$ cat src/hdl/dwc_pkg.sv
// ----------------------------------------------------------------------------
// dwc_pkg
// shared types and constants for the deque with cursor
// ----------------------------------------------------------------------------
package dwc_pkg;

    localparam int DEPTH_DEF     = 64;
    localparam int DATA_BITS_DEF = 32;

    localparam int IN_TDATA_W  = 32;
    localparam int IN_TUSER_W  = 3;
    localparam int OUT_TDATA_W = 48;
    localparam int WORD_W      = 32;
    localparam int COUNT_W     = 7;

    typedef enum logic [2:0] {
        ACT_PUSH_FRONT = 3'd0,
        ACT_PUSH_BACK  = 3'd1,
        ACT_TO_START   = 3'd2,
        ACT_TO_END     = 3'd3,
        ACT_READ_NEXT  = 3'd4,
        ACT_READ_PREV  = 3'd5,
        ACT_PEEK       = 3'd6,
        ACT_CLEAR      = 3'd7
    } action_t;

    // controller to datapath
    typedef struct packed {
        logic accept;       // input item taken this cycle
        logic fill_direct;  // result stage loads a result with no store read
        logic fill_ram;     // result stage loads the store read data
        logic out_load;     // output register loads the result stage
    } dp_cmd_t;

    // datapath to controller
    typedef struct packed {
        logic rd_hit;       // offered item is a read or peek on a valid cursor
    } dp_status_t;

endpackage

$ cat src/hdl/dwc_ram.sv
// ----------------------------------------------------------------------------
// dwc_ram
// generic single write, single read ram with registered read data
// ----------------------------------------------------------------------------
module dwc_ram #(
    parameter int WIDTH = 32,
    parameter int DEPTH = 64
) (
    input  logic                     clk,
    input  logic                     we,
    input  logic [$clog2(DEPTH)-1:0] waddr,
    input  logic [WIDTH-1:0]         wdata,
    input  logic                     re,
    input  logic [$clog2(DEPTH)-1:0] raddr,
    output logic [WIDTH-1:0]         rdata
);

    logic [WIDTH-1:0] mem [DEPTH];
    logic [WIDTH-1:0] rdata_reg;

    always_ff @(posedge clk)
    begin
        if (we)
        begin
            mem[waddr] <= wdata;
        end
        if (re)
        begin
            rdata_reg <= mem[raddr];
        end
    end

    assign rdata = rdata_reg;

endmodule

$ cat src/hdl/dwc_ctrl.sv
// ----------------------------------------------------------------------------
// dwc_ctrl
// handshake and sequencing state machine for the deque with cursor
// ----------------------------------------------------------------------------
module dwc_ctrl (
    input  logic                clk,
    input  logic                rst_n,
    input  logic                s_tvalid,
    output logic                s_tready,
    output logic                m_tvalid,
    input  logic                m_tready,
    input  dwc_pkg::dp_status_t status,
    output dwc_pkg::dp_cmd_t    cmd
);
    import dwc_pkg::*;

    typedef enum logic [1:0] {
        ST_IDLE = 2'b01,
        ST_READ = 2'b10
    } ctrl_state_t;

    ctrl_state_t state_reg, state_next;
    logic        stage_valid_reg, stage_valid_next;
    logic        out_valid_reg, out_valid_next;
    logic        out_load;
    logic        stage_free;
    logic        accept;
    logic        fill_direct;
    logic        fill_ram;

    assign out_load   = stage_valid_reg && (!out_valid_reg || m_tready);
    assign stage_free = !stage_valid_reg || out_load;

    always_comb
    begin
        state_next = state_reg;
        s_tready   = 1'b0;
        accept     = 1'b0;
        fill_direct = 1'b0;
        fill_ram   = 1'b0;
        case (state_reg)
            ST_IDLE:
            begin
                s_tready = stage_free;
                accept   = s_tvalid && stage_free;
                if (accept)
                begin
                    if (status.rd_hit)
                    begin
                        state_next = ST_READ;
                    end
                    else
                    begin
                        fill_direct = 1'b1;
                    end
                end
            end
            ST_READ:
            begin
                // store data is out of the ram this cycle
                fill_ram   = 1'b1;
                state_next = ST_IDLE;
            end
            default:
            begin
                state_next = ST_IDLE;
            end
        endcase
    end

    always_comb
    begin
        if (fill_direct || fill_ram)
        begin
            stage_valid_next = 1'b1;
        end
        else if (out_load)
        begin
            stage_valid_next = 1'b0;
        end
        else
        begin
            stage_valid_next = stage_valid_reg;
        end

        if (out_load)
        begin
            out_valid_next = 1'b1;
        end
        else if (out_valid_reg && m_tready)
        begin
            out_valid_next = 1'b0;
        end
        else
        begin
            out_valid_next = out_valid_reg;
        end
    end

    always_ff @(posedge clk or negedge rst_n)
    begin
        if (!rst_n)
        begin
            state_reg       <= ST_IDLE;
            stage_valid_reg <= 1'b0;
            out_valid_reg   <= 1'b0;
        end
        else
        begin
            state_reg       <= state_next;
            stage_valid_reg <= stage_valid_next;
            out_valid_reg   <= out_valid_next;
        end
    end

    assign m_tvalid        = out_valid_reg;
    assign cmd.accept      = accept;
    assign cmd.fill_direct = fill_direct;
    assign cmd.fill_ram    = fill_ram;
    assign cmd.out_load    = out_load;

endmodule

$ cat src/hdl/dwc_datapath.sv
// ----------------------------------------------------------------------------
// dwc_datapath
// ring pointers, cursor, entry store and result registers
// ----------------------------------------------------------------------------
module dwc_datapath #(
    parameter int DEPTH     = 64,
    parameter int DATA_BITS = 32
) (
    input  logic                                clk,
    input  logic                                rst_n,
    input  dwc_pkg::dp_cmd_t                    cmd,
    output dwc_pkg::dp_status_t                 status,
    input  dwc_pkg::action_t                    in_action,
    input  logic [dwc_pkg::IN_TDATA_W-1:0]      in_data,
    output logic [dwc_pkg::OUT_TDATA_W-1:0]     out_tdata
);
    import dwc_pkg::*;

    localparam int AW = $clog2(DEPTH);
    localparam int CW = $clog2(DEPTH + 1);
    localparam int SW = CW + 1;

    logic [AW-1:0] head_reg, head_next;
    logic [CW-1:0] count_reg, count_next;
    logic [AW-1:0] cur_reg, cur_next;
    logic          cvalid_reg, cvalid_next;

    logic [CW-1:0] count_m1;
    logic [AW-1:0] tail_slot;
    logic          full;
    logic          is_read;
    logic          dropped;

    logic                 ram_we;
    logic [AW-1:0]        ram_waddr;
    logic [DATA_BITS-1:0] ram_wdata;
    logic                 ram_re;
    logic [DATA_BITS-1:0] ram_rdata;

    logic [WORD_W-1:0]  stage_data_reg;
    logic               stage_rvalid_reg;
    logic [COUNT_W-1:0] stage_count_reg;
    logic               stage_dropped_reg;
    logic [OUT_TDATA_W-1:0] out_tdata_reg;

    function automatic logic [AW-1:0] slot_fwd(input logic [AW-1:0] s);
        return (s == AW'(DEPTH - 1)) ? '0 : s + AW'(1);
    endfunction

    function automatic logic [AW-1:0] slot_back(input logic [AW-1:0] s);
        return (s == '0) ? AW'(DEPTH - 1) : s - AW'(1);
    endfunction

    function automatic logic [AW-1:0] slot_add(input logic [AW-1:0] s,
                                               input logic [CW-1:0] n);
        logic [SW-1:0] t;
        t = SW'(s) + SW'(n);
        if (t >= SW'(DEPTH))
        begin
            t = t - SW'(DEPTH);
        end
        return t[AW-1:0];
    endfunction

    assign count_m1  = count_reg - CW'(1);
    assign tail_slot = slot_add(head_reg, count_m1);
    assign full      = count_reg >= CW'(DEPTH);
    assign is_read   = (in_action == ACT_READ_NEXT) || (in_action == ACT_READ_PREV)
                    || (in_action == ACT_PEEK);
    assign status.rd_hit = is_read && cvalid_reg;
    assign ram_wdata = DATA_BITS'(in_data);
    assign ram_re    = cmd.accept && status.rd_hit;

    always_comb
    begin
        head_next   = head_reg;
        count_next  = count_reg;
        cur_next    = cur_reg;
        cvalid_next = cvalid_reg;
        ram_we      = 1'b0;
        ram_waddr   = slot_add(head_reg, count_reg);
        dropped     = 1'b0;
        if (cmd.accept)
        begin
            case (in_action)
                ACT_PUSH_FRONT:
                begin
                    if (full)
                    begin
                        dropped = 1'b1;
                    end
                    else
                    begin
                        head_next  = slot_back(head_reg);
                        ram_waddr  = slot_back(head_reg);
                        ram_we     = 1'b1;
                        count_next = count_reg + CW'(1);
                    end
                end
                ACT_PUSH_BACK:
                begin
                    if (full)
                    begin
                        dropped = 1'b1;
                    end
                    else
                    begin
                        ram_we     = 1'b1;
                        count_next = count_reg + CW'(1);
                    end
                end
                ACT_TO_START:
                begin
                    cvalid_next = count_reg != '0;
                    cur_next    = (count_reg != '0) ? head_reg : '0;
                end
                ACT_TO_END:
                begin
                    cvalid_next = count_reg != '0;
                    cur_next    = (count_reg != '0) ? tail_slot : '0;
                end
                ACT_READ_NEXT:
                begin
                    if (cvalid_reg)
                    begin
                        if (cur_reg == tail_slot)
                        begin
                            cvalid_next = 1'b0;
                        end
                        else
                        begin
                            cur_next = slot_fwd(cur_reg);
                        end
                    end
                end
                ACT_READ_PREV:
                begin
                    if (cvalid_reg)
                    begin
                        if (cur_reg == head_reg)
                        begin
                            cvalid_next = 1'b0;
                        end
                        else
                        begin
                            cur_next = slot_back(cur_reg);
                        end
                    end
                end
                ACT_PEEK:
                begin
                    // cursor does not move
                end
                ACT_CLEAR:
                begin
                    head_next   = '0;
                    count_next  = '0;
                    cur_next    = '0;
                    cvalid_next = 1'b0;
                end
                default:
                begin
                    head_next = head_reg;
                end
            endcase
        end
    end

    always_ff @(posedge clk or negedge rst_n)
    begin
        if (!rst_n)
        begin
            head_reg   <= '0;
            count_reg  <= '0;
            cur_reg    <= '0;
            cvalid_reg <= 1'b0;
        end
        else
        begin
            head_reg   <= head_next;
            count_reg  <= count_next;
            cur_reg    <= cur_next;
            cvalid_reg <= cvalid_next;
        end
    end

    dwc_ram #(
        .WIDTH (DATA_BITS),
        .DEPTH (DEPTH)
    ) u_ram (
        .clk   (clk),
        .we    (ram_we),
        .waddr (ram_waddr),
        .wdata (ram_wdata),
        .re    (ram_re),
        .raddr (cur_reg),
        .rdata (ram_rdata)
    );

    // result stage and output register, payload only
    always_ff @(posedge clk)
    begin
        if (cmd.accept)
        begin
            stage_rvalid_reg  <= status.rd_hit;
            stage_count_reg   <= COUNT_W'(count_next);
            stage_dropped_reg <= dropped;
        end
        if (cmd.fill_direct)
        begin
            stage_data_reg <= '0;
        end
        else if (cmd.fill_ram)
        begin
            stage_data_reg <= WORD_W'(ram_rdata);
        end
        if (cmd.out_load)
        begin
            out_tdata_reg <= {{(OUT_TDATA_W - WORD_W - COUNT_W - 2){1'b0}},
                              stage_dropped_reg, stage_count_reg,
                              stage_rvalid_reg, stage_data_reg};
        end
    end

    assign out_tdata = out_tdata_reg;

endmodule

$ cat src/hdl/deque_with_cursor.sv
// ----------------------------------------------------------------------------
// deque_with_cursor
// bounded double-ended queue in a ring store with one movable cursor
// ----------------------------------------------------------------------------
// path: accepted items pass the result stage and the output register; a read
//   or peek on a valid cursor first waits for the registered ram read
// throughput: 1 item per cycle while the output is not stalled; a read or peek
//   that hits blocks the next item: the entry store has one registered read port
// reset: rst_n asynchronous active low, clears pointers, count, cursor and
//   handshake state; entry store contents stay undefined, no clearing pass
// ----------------------------------------------------------------------------
module deque_with_cursor #(
    parameter int DEPTH     = dwc_pkg::DEPTH_DEF,
    parameter int DATA_BITS = dwc_pkg::DATA_BITS_DEF
) (
    input  logic                                clk,
    input  logic                                rst_n,
    // input item channel
    input  logic                                s_tvalid,
    output logic                                s_tready,
    input  logic [dwc_pkg::IN_TDATA_W-1:0]      s_tdata,  // [31:0] item_data
    input  logic [dwc_pkg::IN_TUSER_W-1:0]      s_tuser,  // [2:0] action
    // result item channel
    output logic                                m_tvalid,
    input  logic                                m_tready,
    // [31:0] read_data, [32] read_valid, [39:33] entry_count,
    // [40] push_dropped, [47:41] zero
    output logic [dwc_pkg::OUT_TDATA_W-1:0]     m_tdata
);
    import dwc_pkg::*;

    dp_cmd_t    cmd;
    dp_status_t status;
    action_t    in_action;

    // action code arrives on tuser
    assign in_action = action_t'(s_tuser);

    // controller: handshakes, ram read wait, result stage and output valid flags
    dwc_ctrl u_ctrl (
        .clk      (clk),
        .rst_n    (rst_n),
        .s_tvalid (s_tvalid),
        .s_tready (s_tready),
        .m_tvalid (m_tvalid),
        .m_tready (m_tready),
        .status   (status),
        .cmd      (cmd)
    );

    // datapath: head, count, cursor, entry store and result payload
    dwc_datapath #(
        .DEPTH     (DEPTH),
        .DATA_BITS (DATA_BITS)
    ) u_dp (
        .clk       (clk),
        .rst_n     (rst_n),
        .cmd       (cmd),
        .status    (status),
        .in_action (in_action),
        .in_data   (s_tdata),
        .out_tdata (m_tdata)
    );

endmodule

$ cat config.mk
export PLATFORM = sky130hd
export DESIGN_NAME = deque_with_cursor
export DESIGN_NICKNAME = d
export VERILOG_FILES = /design/src/hdl/dwc_pkg.sv /design/src/hdl/dwc_ram.sv /design/src/hdl/dwc_ctrl.sv /design/src/hdl/dwc_datapath.sv /design/src/hdl/deque_with_cursor.sv
export SDC_FILE = /design/constraint.sdc
export NUM_CORES = 2
export LEC_CHECK = 0
export BUFFER_PORTS_ARGS = -buffer_cell sky130_fd_sc_hd__buf_2
export CAP_MARGIN = 20
export CORE_UTILIZATION = 35
export DETAILED_ROUTE_END_ITERATION = 10
export PLACE_DENSITY_LB_ADDON = 0.08
export SLEW_MARGIN = 40
export SYNTH_ARGS = -nofsm -noshare
export SYNTH_HDL_FRONTEND = slang
export SYNTH_HIERARCHICAL = 1
export SYNTH_SLANG_ARGS = --single-unit
$ cat constraint.sdc
create_clock -name clk -period 11.35 [get_ports clk]
set_input_delay 0.5675 -clock clk [delete_from_list [all_inputs] [get_ports clk]]
set_output_delay 0.5675 -clock clk [all_outputs]
set_load 0.05 [all_outputs]
* Yosys cells after proc, flatten, opt, wreduce, memory -nomap -nowiden
Memories as Yosys holds them, arrays and structs flattened. A register that Yosys moved wholly into a read port is not among the register bits. Cells that the tools add are included.
Operators by class: $add $sub $neg 9, order comparisons 3, equality and inequality tests 19, muxes and demuxes 44, reduce and logical (&&, ||, !) cells 27
Operators with widths (number):
- 2-to-1 mux 6 bit | 15
- case mux 6 bit (5 select lines) | 1
- subtractor 6 x 1 -> 6 bit, second input constant | 4
- 2-to-1 mux 1 bit | 20
- adder 6 x 7 -> 8 bit | 2
- greater-or-equal comparator 8 x 7 -> 1 bit, second input constant | 2
- 2-to-1 mux 7 bit | 2
- case mux 7 bit (2 select lines) | 1
- equality test 3 bit, second input constant | 4
- equality test 6 bit | 2
- zero test 6 bit | 2
- case mux 6 bit (2 select lines) | 1
- != test 2 x 1 -> 1 bit, second input constant | 4
- adder 7 x 1 -> 7 bit, second input constant | 1
- greater-or-equal comparator 7 bit, second input constant | 1
- nonzero test 7 bit | 1
- subtractor 7 x 1 -> 7 bit, second input constant | 1
- adder 6 x 1 -> 6 bit, second input constant | 1
- equality test 3 x 2 -> 1 bit, second input constant | 2
- equality test 6 bit, second input constant | 1
- 2-to-1 mux 2 bit | 3
- != test 2 bit, second input constant | 3
- AND reduction 6 bit | 1
- nonzero test 2 bit | 3
- 13 further kinds | 24
Storage, ports and cells: register bits after elaboration 106, memory bits (writable) 2048, logic and storage cells 115, memories kept 1
Memories:
- u_dp.u_ram.mem | depth 64, bits a word 32, rd ports 1, clocked after memory_dff 1, wr ports 1, line dwc_ram.sv:18 | logic [WIDTH-1:0] mem [DEPTH];

* Longest topological paths before layout
depth after elaboration 9, mapped depth 15, depth with buffers taken out 12

* By module
The synthesis kept the hierarchy.
Modules (own cells, without submodules):
- dwc_ram | times used 1, cells each 3324, area an instance 78835.6 um^2
- dwc_datapath | times used 1, cells each 440, area an instance 4953.5 um^2
- dwc_ctrl | times used 1, cells each 23, area an instance 224.0 um^2

* Worst setup path after synthesis
OpenSTA, ideal clock, no wires.
kind reg-to-reg, start point register u_ctrl.out_valid_reg (netlist: u_ctrl/m_tvalid), end point memory u_dp.u_ram.mem[49][0] (enable), library setup time 0.461 ns, data arrival time 5.224 ns, required time 10.889 ns, path slack 5.665 ns, cell stages (with the launch flop) 16, path buffers 3, clock period less this slack 5.685 ns, cell sequence dfrtp_1 -> and3b_1 -> nor3b_1 -> buf_4 -> clkbuf_1 -> inv_2 -> nor2_1 -> nand2_1 -> inv_1 -> nand2_1 -> a21oi_1 -> a22oi_1 -> clkbuf_1 -> nor2b_1 -> nand4_1 -> nor3_1
Between the ends: cells in the longest elaborated chain, start to end 9, elaborated cells on any way between the ends 10
Ends and longest elaborated chain:
- start, declared | line dwc_ctrl.sv:24 | logic out_valid_reg, out_valid_next;
- start signal, assigned | line dwc_ctrl.sv:112 | out_valid_reg <= out_valid_next;
- zero test 1 bit | line dwc_ctrl.sv:31 | assign out_load = stage_valid_reg && (!out_valid_reg || m_tready);
- logical OR 1 bit | line dwc_ctrl.sv:31
- logical AND 1 bit | line dwc_ctrl.sv:31
- logical OR 1 bit | line dwc_ctrl.sv:32 | assign stage_free = !stage_valid_reg || out_load;
- logical AND 1 bit | line dwc_ctrl.sv:45 | accept = s_tvalid && stage_free;
- 2-to-1 mux 1 bit | line dwc_ctrl.sv:41 | case (state_reg)
- named net u_ctrl.accept | line dwc_ctrl.sv:27 | logic accept;
- 2-to-1 mux 1 bit | line dwc_datapath.sv:83 | if (cmd.accept)
- named net u_dp.ram_we | line dwc_datapath.sv:34 | logic ram_we;
- 2-to-1 mux 1 bit | line dwc_ram.sv:23 | if (we)
- 2-to-1 mux 1 bit (implied by the code) | line dwc_ram.sv:25 | mem[waddr] <= wdata;
- end, declared | line dwc_ram.sv:18
The timed path passes the listed nets, and every way through them passes these cells.

==> metrics.yaml <==
outcome: "complete, but fails checks"
violations: "design-rule violations"
first_pass_iters: 8
multi_input_area_um2: 18300
reg2reg_from: "u_ctrl/stage_valid_reg"
hold_depth: 2
tightest_slew_ns: 0.951
fin_nets: 4114
std_cell_rows: 179
synth-edff-count: 2130
post-synth-top-count-cell: "edfxtp_1"
syn_area_um2: 84000
grt_pass1_wl_mm: 335
tns_ns: 0
initial_core_util_pct: 35.3
syn_inst: 3787
path_class: "reg -> reg"
ff2ff_path_depth: 16
drtIter0Drc: 3445
hold_start: "s_tuser[1]"
drc: 18
wirelength_mm: 243
crit_start: "u_ctrl/stage_valid_reg"
grt_start_max_net_pins: 88
end_kind: "register"
grt_usage_pct: 20.1
cts_tree: "yes"
regArea_um2: 65200
pwr_density_cell_nw_per_um2: 237
synth-warning-count: 6
total_leakage_power_nw: 29.6
cp.required_ns: 11.89
die_w_um: 492
grt_pass1_vias: 40156
max_freq_ghz: 0.196
ys_async_sr_fraction_pct: 1.10
cts_resized: 0
place_congestion: 0.781
path_clk_slew_ns: 0.06
startpoint_type: "register"
drive_above_1_share_pct: 28.5
synth_area_leaders: "edfxtp_1 76%, mux4_2 15%, mux2i_1 1.5%"
vias_per_cell: 5.29
avgSynthCellArea_um2: 22.2
antenna_found_initial: 20
hold_slack_ns: 0.0857
ys.flop_type: "edfxtp_1"
setup_viol: 0
layout_min_cycle_time_ns: 5.11
crit_fanout: 20
core_area_um2: 238000
dieArea_um2: 242000
numCtsBuffers: 233
slew_headroom_pct: 36.6
ant_nets: 0
max_cap_viol_count: 0
synth_area_leader_cell: "edfxtp_1"
largest_register_ffs: 2048
worst_hold_path_type: "in -> reg"
fillCellCount: 20976
ir_worst_vdd_v: 0.000156
cts_setup_buffers: 0
rsz0062_at_grt: "false"
ctsLongestPathBuffers: 3
clock_latency_ns: 0.90
clkSinkCount: 2186
hpwl_mm: 142
grt-ovfl-total: 0
arrival_ns: 5.65
seq_area_frac_synth_pct: 77.6
fp.dieH_um: 492
finalMaxSlewViolations: 0
io_buffers: 81
htreeDepth: 4
via_count: 39327
synth-seq-cells: 2186
synth_top_cell_area_share_pct: 76.1
finalCritPeriodShare_pct: 45.0
finalHoldViolCount: 0
synth_cell_type_count: 75
netlist_top_cells_count: "2130 x edfxtp_1, 544 x mux4_2, 186 x nor2_1"
cts_root_buf: "clkbuf_16"
avgRoutedWirePerCell_um: 32.6
io_pins: 89
area_growth_pct: 15.8
skew_ns: 0.0631
==> final cells by class <==
class | instances | share of cell area, %
well taps | 3167 | 4.07
inverters | 21 | 0.0810
clock inverters | 132 | 1.54
diodes | 11 | 0.0283
flip-flops and latches | 2186 | 67.0
repair buffers | 247 | 2.16
clock buffers | 303 | 6.31
multi-input cells | 1367 | 18.8
==> power breakdown <==
part / leakage (nW) / internal (mW) / switching, mW / total (mW)
combinational: 6.13 / 2.20 / 3.98 / 6.19
sequential: 19.7 / 9.11 / 0.158 / 9.26
clock: 3.70 / 4.37 / 3.22 / 7.59
==> metrics by stage <==
stage | utilization, % | area, µm² | worst slack [ns] | total power [mW] | instances
detailed placement | 37.6 | 89500 | 6.00 | 15.7 | 6981
floorplan | - | 84000 | 5.66 | 13.0 | 3793
global route | 40.8 | 97300 | 5.86 | 23.9 | 7425
finish | 40.8 | 97300 | 6.24 | 23.0 | 7434
global placement | 37.3 | 89000 | 5.37 | 15.7 | 6964
CTS | 40.8 | 97200 | 6.25 | 23.4 | 7420
==> layer usage <==
layer | track usage [%] | routed length [µm] | up-vias
met5 | 0 | 13 | -
met4 | 5.90 | 6970 | 2
met3 | 3.64 | 12900 | 294
met2 | 33.8 | 122000 | 1041
met1 | 26.5 | 101000 | 21462
li1 | - | - | 16528
==> cells in the final DEF (no fill, tap or decap), types with 10 or more instances in the layout <==
master,instances
clkinv_1,55
buf_4,125
o22ai_1,80
buf_6,32
inv_1,18
nor2_4,63
nand2b_1,14
xnor2_1,21
nand2_1,39
o221ai_1,27
nor3_1,10
nor2_1,123
a21oi_1,86
o21ai_0,14
nand3_1,19
dfrtp_1,18
clkinv_2,34
edfxtp_1,2130
bufinv_16,24
dfxtp_1,32
diode_2,11
nor2b_1,16
clkbuf_1,65
ha_1,17
buf_2,66
mux4_2,544
mux2i_1,128
a22oi_1,16
clkbuf_16,233
==> worst paths after layout <==
check                                         endpoint  slack [ns]
worst min register to register      u_dp/out_tdata[32]        0.42
max in group asynchronous              u_dp/cur_reg[2]       10.61
min in group asynchronous             u_dp/head_reg[5]        0.26
worst max register to register  u_dp/u_ram/mem[58][11]        6.24
worst min-delay path                   u_dp/cvalid_reg        0.09
worst max-delay path            u_dp/u_ram/mem[58][11]        6.24
==> kinds of logic (layout without fill, tap and decap cells) <==
logic type	Yosys count	in the layout	share of synthesized area (%)
flops	2186	2186	77.6
other cells	1	18	0.00446
xor+xnor	30	30	0.365
buf+inv	240	703	1.37
mux	674	674	16.1
simple gates	345	345	1.92
fa+ha+maj	19	19	0.301
compound gates	292	292	2.29
==> worst max-delay path, cell delays in order, from the launching register on <==
cell     delay, ns
dfrtp_1       0.37
and3b_1       0.27
nor3b_2       0.21
buf_4         0.26
inv_2         0.09
nor2_1        0.18
nand2_1       0.14
inv_1         0.08
buf_4         0.21
nand2_1       0.29
a21oi_1       0.47
a22oi_1       0.13
buf_4         0.22
nor2b_1       0.35
nand2_2       0.48
nor2_4        0.56
buf_4         0.42
==> what timing repair did <==
| action | 4_1_cts | 5_1_grt |
|---|---|---|
| hold endpoints to repair | 27 | 0 |
| hold buffers | 4 | 0 |
| setup endpoints to repair | 0 | 0 |
(Power assumes the default switching activity.)
